**src/rtl/tcb_pkg.sv**
```systemverilog
`default_nettype none

package tcb_pkg;

	localparam int BUFFER_DEPTH = 256;
	localparam int SAMPLE_BITS  = 12;

	localparam int CMD_W   = 3;
	localparam int VALUE_W = 12;
	localparam int INDEX_W = 8;
	localparam int DATA_W  = 12;
	localparam int MODE_W  = 2;

	localparam int ADDR_W     = (BUFFER_DEPTH > 1) ? $clog2(BUFFER_DEPTH) : 1;
	localparam int POST_LIMIT = BUFFER_DEPTH / 2;
	localparam int CNT_W      = $clog2(POST_LIMIT + 1);

	typedef enum logic [CMD_W-1:0] {
		CMD_SAMPLE  = 3'd0,
		CMD_ARM     = 3'd1,
		CMD_TRIGGER = 3'd2,
		CMD_READ    = 3'd3,
		CMD_CLEAR   = 3'd4
	} cmd_t;

	typedef enum logic [3:0] {
		MODE_IDLE = 4'b0001,
		MODE_PRE  = 4'b0010,
		MODE_POST = 4'b0100,
		MODE_DONE = 4'b1000
	} mode_t;

	localparam logic [MODE_W-1:0] MODE_CODE_IDLE = 2'd0;
	localparam logic [MODE_W-1:0] MODE_CODE_PRE  = 2'd1;
	localparam logic [MODE_W-1:0] MODE_CODE_POST = 2'd2;
	localparam logic [MODE_W-1:0] MODE_CODE_DONE = 2'd3;

	typedef struct packed {
		logic                   we;
		logic [ADDR_W-1:0]      waddr;
		logic [SAMPLE_BITS-1:0] wdata;
		logic                   re;
		logic [ADDR_W-1:0]      raddr;
	} mem_req_t;

	typedef struct packed {
		logic              hit;
		logic [MODE_W-1:0] mode;
	} step_info_t;

	function automatic logic [MODE_W-1:0] mode_code(mode_t m);
		logic [MODE_W-1:0] c;
		unique case (m)
			MODE_IDLE: c = MODE_CODE_IDLE;
			MODE_PRE:  c = MODE_CODE_PRE;
			MODE_POST: c = MODE_CODE_POST;
			MODE_DONE: c = MODE_CODE_DONE;
			default:   c = MODE_CODE_IDLE;
		endcase
		return c;
	endfunction

endpackage

`default_nettype wire

```
**src/rtl/tcb_if.sv**
```systemverilog
`default_nettype none

interface tcb_req_if;
	import tcb_pkg::*;

	logic               valid;
	logic               ready;
	logic [CMD_W-1:0]   command;
	logic [VALUE_W-1:0] sample_value;
	logic [INDEX_W-1:0] read_index;

	modport source (output valid, command, sample_value, read_index, input ready);
	modport sink   (input valid, command, sample_value, read_index, output ready);
endinterface

interface tcb_rsp_if;
	import tcb_pkg::*;

	logic              valid;
	logic              ready;
	logic [DATA_W-1:0] read_data;
	logic              read_valid;
	logic              capture_done;
	logic [MODE_W-1:0] mode_now;

	modport source (output valid, read_data, read_valid, capture_done, mode_now, input ready);
	modport sink   (input valid, read_data, read_valid, capture_done, mode_now, output ready);
endinterface

`default_nettype wire

```
**src/rtl/tcb_ram.sv**
```systemverilog
`default_nettype none

module tcb_ram #(
	parameter int WIDTH = 8,
	parameter int DEPTH = 256
) (
	input  wire logic                                   clk,
	input  wire logic                                   we,
	input  wire logic [((DEPTH > 1) ? $clog2(DEPTH) : 1)-1:0] waddr,
	input  wire logic [WIDTH-1:0]                       wdata,
	input  wire logic                                   re,
	input  wire logic [((DEPTH > 1) ? $clog2(DEPTH) : 1)-1:0] raddr,
	output logic      [WIDTH-1:0]                       rdata
);

	logic [WIDTH-1:0] mem [DEPTH];

	always_ff @(posedge clk) begin
		if (we) begin
			mem[waddr] <= wdata;
		end
		if (re) begin
			rdata <= mem[raddr];
		end
	end

endmodule

`default_nettype wire

```
**src/rtl/tcb_ctrl.sv**
```systemverilog
`default_nettype none

module tcb_ctrl (
	input  wire logic                        clk,
	input  wire logic                        arst_n,
	input  wire logic                        acc,
	input  wire logic [tcb_pkg::CMD_W-1:0]   command,
	input  wire logic [tcb_pkg::VALUE_W-1:0] sample_value,
	input  wire logic [tcb_pkg::INDEX_W-1:0] read_index,
	output logic                             busy,
	output tcb_pkg::mem_req_t                mem,
	output tcb_pkg::step_info_t              info
);
	import tcb_pkg::*;

	typedef logic [ADDR_W-1:0] idx_tab_t [2**INDEX_W];

	function automatic idx_tab_t build_idx_mod();
		idx_tab_t t;
		for (int i = 0; i < 2**INDEX_W; i++) begin
			t[i] = ADDR_W'(i % BUFFER_DEPTH);
		end
		return t;
	endfunction

	localparam idx_tab_t IDX_MOD = build_idx_mod();
	localparam logic [ADDR_W-1:0] LAST_ADDR = ADDR_W'(BUFFER_DEPTH - 1);
	localparam logic [ADDR_W:0]   DEPTH_EXT = (ADDR_W + 1)'(BUFFER_DEPTH);

	mode_t             mode_q, mode_d;
	logic [ADDR_W-1:0] wp_q, wp_d, wp_inc;
	logic [CNT_W-1:0]  cnt_q, cnt_d;
	logic              clr_q, clr_start;
	logic [ADDR_W-1:0] clr_addr_q;
	logic [ADDR_W:0]   rsum;

	assign busy   = clr_q;
	assign wp_inc = (wp_q == LAST_ADDR) ? '0 : wp_q + 1'b1;
	assign rsum   = {1'b0, wp_q} + {1'b0, IDX_MOD[read_index]};

	always_comb begin
		mode_d    = mode_q;
		wp_d      = wp_q;
		cnt_d     = cnt_q;
		clr_start = 1'b0;
		info.hit  = 1'b0;

		mem.we    = 1'b0;
		mem.waddr = wp_q;
		mem.wdata = SAMPLE_BITS'(sample_value);
		mem.re    = 1'b0;
		mem.raddr = (rsum >= DEPTH_EXT) ? ADDR_W'(rsum - DEPTH_EXT) : ADDR_W'(rsum);

		if (clr_q) begin
			mem.we    = 1'b1;
			mem.waddr = clr_addr_q;
			mem.wdata = '0;
		end

		if (acc) begin
			unique case (command)
				CMD_SAMPLE: begin
					if (mode_q == MODE_PRE || mode_q == MODE_POST) begin
						mem.we = 1'b1;
						wp_d   = wp_inc;
						if (mode_q == MODE_POST) begin
							if (cnt_q < CNT_W'(POST_LIMIT)) begin
								cnt_d = cnt_q + 1'b1;
							end else begin
								cnt_d  = '0;
								mode_d = MODE_DONE;
							end
						end
					end
				end
				CMD_ARM: begin
					wp_d   = '0;
					cnt_d  = '0;
					mode_d = MODE_PRE;
				end
				CMD_TRIGGER: begin
					mode_d = MODE_POST;
				end
				CMD_READ: begin
					if (mode_q == MODE_DONE) begin
						mem.re   = 1'b1;
						info.hit = 1'b1;
					end
				end
				CMD_CLEAR: begin
					wp_d      = '0;
					cnt_d     = '0;
					clr_start = 1'b1;
				end
				default: begin
				end
			endcase
		end

		info.mode = mode_code(mode_d);
	end

	always_ff @(posedge clk or negedge arst_n) begin
		if (!arst_n) begin
			mode_q     <= MODE_IDLE;
			wp_q       <= '0;
			cnt_q      <= '0;
			clr_q      <= 1'b1;
			clr_addr_q <= '0;
		end else begin
			mode_q <= mode_d;
			wp_q   <= wp_d;
			cnt_q  <= cnt_d;
			if (clr_start) begin
				clr_q      <= 1'b1;
				clr_addr_q <= '0;
			end else if (clr_q) begin
				if (clr_addr_q == LAST_ADDR) begin
					clr_q <= 1'b0;
				end
				clr_addr_q <= clr_addr_q + 1'b1;
			end
		end
	end

endmodule

`default_nettype wire

```
**src/rtl/triggered_capture_buffer.sv**
```systemverilog
// A transaction's result is registered in stage 1, then in the output register.
// Throughput: one transaction per cycle when rsp.ready does not stall the output,
// limited by the single sample RAM port pair. A clear transaction stalls the
// request side while the RAM is zeroed. Reset is asynchronous, active low;
// after release the RAM is zeroed before the first transaction is accepted.
`default_nettype none

module triggered_capture_buffer (
	input  wire logic clk,
	input  wire logic arst_n,
	tcb_req_if.sink   req,
	tcb_rsp_if.source rsp
);
	import tcb_pkg::*;

	logic                   busy, acc, s1_move;
	mem_req_t               mem;
	step_info_t             info;
	logic [SAMPLE_BITS-1:0] rdata;

	logic              vld_s1, hit_s1;
	logic [MODE_W-1:0] mode_s1;

	logic              out_vld_q, rv_q, done_q;
	logic [DATA_W-1:0] data_q;
	logic [MODE_W-1:0] mode_q;

	assign s1_move   = vld_s1 && (!out_vld_q || rsp.ready);
	assign req.ready = !busy && (!vld_s1 || s1_move);
	assign acc       = req.valid && req.ready;

	tcb_ctrl u_ctrl (
		.clk          (clk),
		.arst_n       (arst_n),
		.acc          (acc),
		.command      (req.command),
		.sample_value (req.sample_value),
		.read_index   (req.read_index),
		.busy         (busy),
		.mem          (mem),
		.info         (info)
	);

	tcb_ram #(
		.WIDTH (SAMPLE_BITS),
		.DEPTH (BUFFER_DEPTH)
	) u_ram (
		.clk   (clk),
		.we    (mem.we),
		.waddr (mem.waddr),
		.wdata (mem.wdata),
		.re    (mem.re),
		.raddr (mem.raddr),
		.rdata (rdata)
	);

	always_ff @(posedge clk or negedge arst_n) begin
		if (!arst_n) begin
			vld_s1    <= 1'b0;
			out_vld_q <= 1'b0;
		end else begin
			if (acc) begin
				vld_s1 <= 1'b1;
			end else if (s1_move) begin
				vld_s1 <= 1'b0;
			end
			if (s1_move) begin
				out_vld_q <= 1'b1;
			end else if (rsp.ready) begin
				out_vld_q <= 1'b0;
			end
		end
	end

	always_ff @(posedge clk) begin
		if (acc) begin
			hit_s1  <= info.hit;
			mode_s1 <= info.mode;
		end
		if (s1_move) begin
			data_q <= hit_s1 ? DATA_W'(rdata) : '0;
			rv_q   <= hit_s1;
			done_q <= (mode_s1 == MODE_CODE_DONE);
			mode_q <= mode_s1;
		end
	end

	assign rsp.valid        = out_vld_q;
	assign rsp.read_data    = data_q;
	assign rsp.read_valid   = rv_q;
	assign rsp.capture_done = done_q;
	assign rsp.mode_now     = mode_q;

endmodule

`default_nettype wire

```
**src/flat_wrapper.sv**
```systemverilog
// flat-port wrapper written by rule: the top's interface ports become plain ports
module triggered_capture_buffer_flat import tcb_pkg::*;
  (clk, arst_n, req_valid, req_command, req_sample_value, req_read_index, req_ready, rsp_valid, rsp_read_data, rsp_read_valid, rsp_capture_done, rsp_mode_now, rsp_ready);
  tcb_req_if req_i ();
  tcb_rsp_if rsp_i ();
  input  wire logic clk;
  input  wire logic arst_n;
  input wire logic [$bits(req_i.valid)-1:0] req_valid;
  input wire logic [$bits(req_i.command)-1:0] req_command;
  input wire logic [$bits(req_i.sample_value)-1:0] req_sample_value;
  input wire logic [$bits(req_i.read_index)-1:0] req_read_index;
  output wire logic [$bits(req_i.ready)-1:0] req_ready;
  output wire logic [$bits(rsp_i.valid)-1:0] rsp_valid;
  output wire logic [$bits(rsp_i.read_data)-1:0] rsp_read_data;
  output wire logic [$bits(rsp_i.read_valid)-1:0] rsp_read_valid;
  output wire logic [$bits(rsp_i.capture_done)-1:0] rsp_capture_done;
  output wire logic [$bits(rsp_i.mode_now)-1:0] rsp_mode_now;
  input wire logic [$bits(rsp_i.ready)-1:0] rsp_ready;
  assign req_i.valid = req_valid;
  assign req_i.command = req_command;
  assign req_i.sample_value = req_sample_value;
  assign req_i.read_index = req_read_index;
  assign req_ready = req_i.ready;
  assign rsp_valid = rsp_i.valid;
  assign rsp_read_data = rsp_i.read_data;
  assign rsp_read_valid = rsp_i.read_valid;
  assign rsp_capture_done = rsp_i.capture_done;
  assign rsp_mode_now = rsp_i.mode_now;
  assign rsp_i.ready = rsp_ready;
  triggered_capture_buffer u_core (.clk(clk), .arst_n(arst_n), .req(req_i), .rsp(rsp_i));
endmodule
```
**config.mk**
```make
export PLATFORM = sky130hd
export DESIGN_NAME = triggered_capture_buffer_flat
export DESIGN_NICKNAME = d
export VERILOG_FILES = /design/src/rtl/tcb_pkg.sv /design/src/rtl/tcb_if.sv /design/src/rtl/tcb_ram.sv /design/src/rtl/tcb_ctrl.sv /design/src/rtl/triggered_capture_buffer.sv /design/src/flat_wrapper.sv
export SDC_FILE = /design/constraint.sdc
export NUM_CORES = 2
export LEC_CHECK = 0
export BUFFER_PORTS_ARGS = -buffer_cell sky130_fd_sc_hd__buf_2
export CAP_MARGIN = 20
export CELL_PAD_IN_SITES_DETAIL_PLACEMENT = 0
export CELL_PAD_IN_SITES_GLOBAL_PLACEMENT = 1
export CORE_MARGIN = 1
export CORE_UTILIZATION = 61
export CTS_CLUSTER_DIAMETER = 100
export DETAILED_ROUTE_END_ITERATION = 8
export PLACE_DENSITY_LB_ADDON = 0.1
export RECOVER_POWER = 25
export SETUP_SLACK_MARGIN = 0.5
export SYNTH_ARGS = -nofsm -noshare
export SYNTH_HDL_FRONTEND = slang
export SYNTH_SLANG_ARGS = --single-unit
```
**constraint.sdc**
```tcl
create_clock -name clk -period 27.1 [get_ports clk]
set_input_delay 2.71 -clock clk [delete_from_list [all_inputs] [get_ports clk]]
set_output_delay 2.71 -clock clk [all_outputs]
set_load 0.03 [all_outputs]
```
# After elaboration in Yosys (flattened, before gate mapping)
# Memory sizes are Yosys's and may differ from the RTL's. A register that Yosys moved wholly into a read port is not among the register bits.
# Index checks and enable logic that the tools add are counted.
# op_classes
n_mux	36
n_reduce_logical	17
bitwise	1
magnitude_cmp	3
n_eq_ne	15
addsub	5
# ops
operator	n
$mux 8	10
$pmux 8 s2	2
$add 8x1->8 const B	3
$mux 21	1
$ge 9x9->1 const B	2
$mux 1	17
$eq 8x8->1 const B	2
$mux 4	4
$pmux 4 s3	1
$add 8x8->9	1
$not 8->9	1
$eq 4x2->1 const B	2
$eq 4x3->1 const B	2
$eq 4x4->1 const B	2
$lt 8x8->1 const B	1
$reduce_bool 2->1	4
$sub 8x1->8 const B	1
$eq 3x2->1 const B	2
$pmux 2 s3	1
$ne 2x2->1 const B	2
$reduce_and 4->1	1
$eq 3x1->1 const B	1
$eq 3x3->1 const B	1
$logic_and 1x1->1	3
other kinds (6)	10
# totals
memories	2
out_inout_bits	18
register_bits	50
romBits	2048
mem_bits_rw	3072
elab_cells	92
in_bits	27
# mem_list
memory	depth	word_bits	rd	rd_clocked_by_memory_dff	wr	line	text
u_core.u_ram.mem	256	12	1	1	1	tcb_ram.sv:16	logic [WIDTH-1:0] mem [DEPTH];
(no name shown)	256	8	1	0	0	tcb_ctrl.sv:39	assign rsum = {1'b0, wp_q} + {1'b0, IDX_MOD[read_index]};

# Longest topological paths before layout
# depth
depth_word	9
ltp_mapped	15
mapped_depth_nobuf	11

# By module
# A second synthesis with hierarchy kept.
# unflattened
hier_cells	5790
hier_area_um2	121622.9
# modules_own_cells
module	seq_area_each_um2	cells_each	area_each_um2	n_inst
tcb_ram	92608.8	5506	118752.6	1
tcb_ctrl	728.2	241	2115.8	1
triggered_capture_buffer	620.6	43	754.5	1

# Worst setup path after synthesis
# Ideal clock, no wire load.
# synth_path
path_kind	input-to-reg
from	input port req_sample_value[10]
to	memory u_core.u_ram.mem[0][10] (netlist bit), data pin
arrival_ns	8.855
setup_time_ns	1.446
slack_ns	16.799
path_buffers	0
stages	1
t_required_ns	25.654
path_cell_list	nor2b_1
# synth_via
elab_chain_len	1
# synth_rtl
item	line	text
start: declaration	flat_wrapper.sv:10	input wire logic [$bits(req_i.sample_value)-1:0] req_sample_value;
$mux 21	tcb_ctrl.sv:54	if (clr_q) begin
end: declaration	tcb_ram.sv:16	
# Every way passes these cells.

==> impl_metrics.toml <==
[yosys]
ys_ff_latch = 3134
yosysSeqAreaShare_pct = 77.2
synth_area_sq_um = 122000
syn_area_per_cell_sq_um = 21.6
synth_nets = 5664
synth_cells = 5626
asyncSetResetFlopFracSynth_pct = 0.989
synth_cell_types = 71
yosys_warnings = 0
synth-edff-count = 3103
ys.flop_type = "edfxtp_1"

[worst_setup_path]
endpoint_kind = "flip-flop"
cp_data_required_time_ps = 27710
critPathKind = "input pin to flip-flop"
crit_chain = "clkbuf_1 -> nor2b_1 -> clkbuf_1 -> buf_4"
start_kind = "input pin"
slowest_delay_ps = 6590
critPathArrivalTime_ps = 11120
critPathMaxFanout = 189
cpMaxStageDelayCell = "clkbuf_1"
crit_top_cell = "clkbuf_1"

[floorplanning]
core_area_sq_um = 198000
io_pins = 45
die_w_um = 449
core.rowCount = 163
die_y_um = 449
die_area_sq_um = 201000
initial_core_util_pct = 61.5

[global_routing]
grt_start_max_net_pins = 190
grt_pass1_wl_mm = 436
gr-total-overflow = 0
met3_usage_pct = 5.75
antenna_found_initial = 11
top_usage_layer = "met2"
track_usage_pct = 30.8
grt_use_met2_pct = 47.5
met1_usage_pct = 44.9
grt_pass1_vias = 59300

[route]
routed_via_density = 6.77
drtIter0Drc = 7871
wl_mm = 307
wl_per_cell_um = 34.8
ant_nets = 0
vias = 59900
first_pass_iters = 6
drc = 0

[power]
p_leak_uw = 0.0433
p_per_area_nw_per_um2 = 101
power_uw = 13700
ir_worst_vdd_mv = 0.0987

[cells_and_area]
utilization_pct = 68.8
area_delta_synth_final_pct = 11.9
drive_above_1_share_pct = 27.2
fin_area_sq_um = 136000
final_nets = 6025
layout_commonest_cell = "edfxtp_1"
mostFrequentLayoutCells = "edfxtp_1, mux4_2, nand2_1, clkbuf_16, nor2_1"

[clocking]
clock_sinks = 3134
cts_hold_buf = 0
clk_latency_ps = 950
cts_resized = 0
htreeDepth = 5
post_cts_buffers = 0
tritoncts = "built"
cts-buffers-inserted = 324
cts_max_path_buffers = 4
clk_pin_slew_ps = 60
root_buffer = "clkbuf_16"

[timing]
grt_setup_unrepaired = "no"
max_freq_mhz = 95.1
fin_tns_setup_ps = 0
fin_hold_ws_ps = 485
fin_crit_sh_pct = 38.8
slew_headroom_pct = -534
worstMarginPinSlew_ps = 9500
fin_crit_ps = 10510
fin_worst_skew_ps = 40.8
hold_viol_final = 0
setup_viol = 0
slew_violations = 1615

[outcome]
status = "finished, violations left"
violations = "capacitance limit, slew limit"

[place]
place_congestion = 0.839
post_dp_cell_area_sq_um = 127000
hpwl_mm = 177
port_buffers = 44

[run]
cap_violations = 22

[hold_path]
hold_path_class = "flip-flop to flip-flop"
critical path, delay by kind of cell:
family                 cells  cell delay (ps)
buffers and inverters      3             8060
and+or+nand+nor            1              170
report_power, final:
| group | switching, uW | leakage [uW] | internal, uW |
|---|---|---|---|
| clock network | 1740 | 0.00463 | 2360 |
| registers | 31.6 | 0.0289 | 5590 |
| logic | 2340 | 0.00980 | 1650 |
path summary, 6_finish.rpt:
| kind | startpoint | end | slack, ps | cells past startpoint |
|---|---|---|---|---|
| hold reg to reg | u_core.u_ctrl.cnt_q[5] | u_core.u_ctrl.cnt_q[5] | 490 | 1 |
| hold / removal | u_core.u_ctrl.cnt_q[5] | u_core.u_ctrl.cnt_q[5] | 490 | 1 |
| max in group asynchronous | arst_n | u_core.u_ctrl.cnt_q[4] | 23710 | 1 |
| setup / recovery | req_sample_value[3] | u_core.u_ram.mem[98][3] | 16590 | 4 |
| setup reg to reg | u_core.u_ctrl.busy | u_core.u_ram.mem[190][7] | 17700 | 4 |
| min in group asynchronous | arst_n | u_core.u_ctrl.clr_addr_q[6] | 2310 | 1 |
flip-flops by register name, indices dropped and copies added (netlist names):
signal,cells
u_core.hit_s1,1
u_core.mode_s1,2
u_core.rsp.capture_done,1
u_core.rsp.mode_now,2
u_core.rsp.read_data,12
u_core.rsp.read_valid,1
u_core.rsp.valid,1
u_core.u_ctrl.busy,1
u_core.u_ctrl.clr_addr_q,8
u_core.u_ctrl.cnt_q,8
u_core.u_ctrl.mode_q,4
u_core.u_ctrl.wp_q,8
u_core.u_ram.mem,3072
u_core.u_ram.rdata,12
u_core.vld_s1,1
metrics by stage:
step,cells,setup WS (ps)
after detailed placement,8281,17930
after CTS,8815,18920
after floorplan,5626,16800
after global routing,8836,16200
final,8838,16590
after global placement,8219,18010
layout make-up:
type,count,area [sq um]
clock inverters,128,972
well taps,2640,3300
flip-flops and latches,3134,94000
fillers,12300,61700
inverters,15,56.3
repair buffers,361,2790
diodes,3,7.51
multi-input cells,2151,26500
clock buffers,406,8540
cell families (layout without fill, tap and decap cells):
kind of cell	after synthesis	after routing	share of synthesized area [%]
other cells	0	3	0
compound gates	251	251	1.44
simple gates	944	944	3.37
flops	3134	3134	77.2
xor+xnor	21	21	0.157
buf+inv	341	910	1.33
fa+ha+maj	11	11	0.119
mux	924	924	16.4
layer usage:
metal | up-vias | wire length (um)
li1 | 24200 | -
met1 | 31900 | 119000
met2 | 3293 | 147000
met3 | 518 | 28800
met4 | 8 | 12100
met5 | - | 55
cell usage after synthesis (all sizes together), types with 14 or more instances:
master | n | area, sq um
edfxtp | 3103 | 93200
nand3 | 122 | 611
nand2 | 344 | 1290
nor3 | 40 | 200
mux4 | 848 | 19100
a32oi | 26 | 228
o21ai | 58 | 290
nor2 | 314 | 1190
buf | 142 | 871
a31oi | 37 | 231
inv | 15 | 56.3
mux2i | 73 | 731
nand4 | 23 | 144
xnor2 | 14 | 123
nor4 | 14 | 87.6
clkbuf | 184 | 691
or4 | 14 | 105
nor2b | 16 | 100
o22ai | 14 | 93.8
dfrtp | 29 | 726
a21oi | 23 | 115
(Power assumes the default switching activity.)
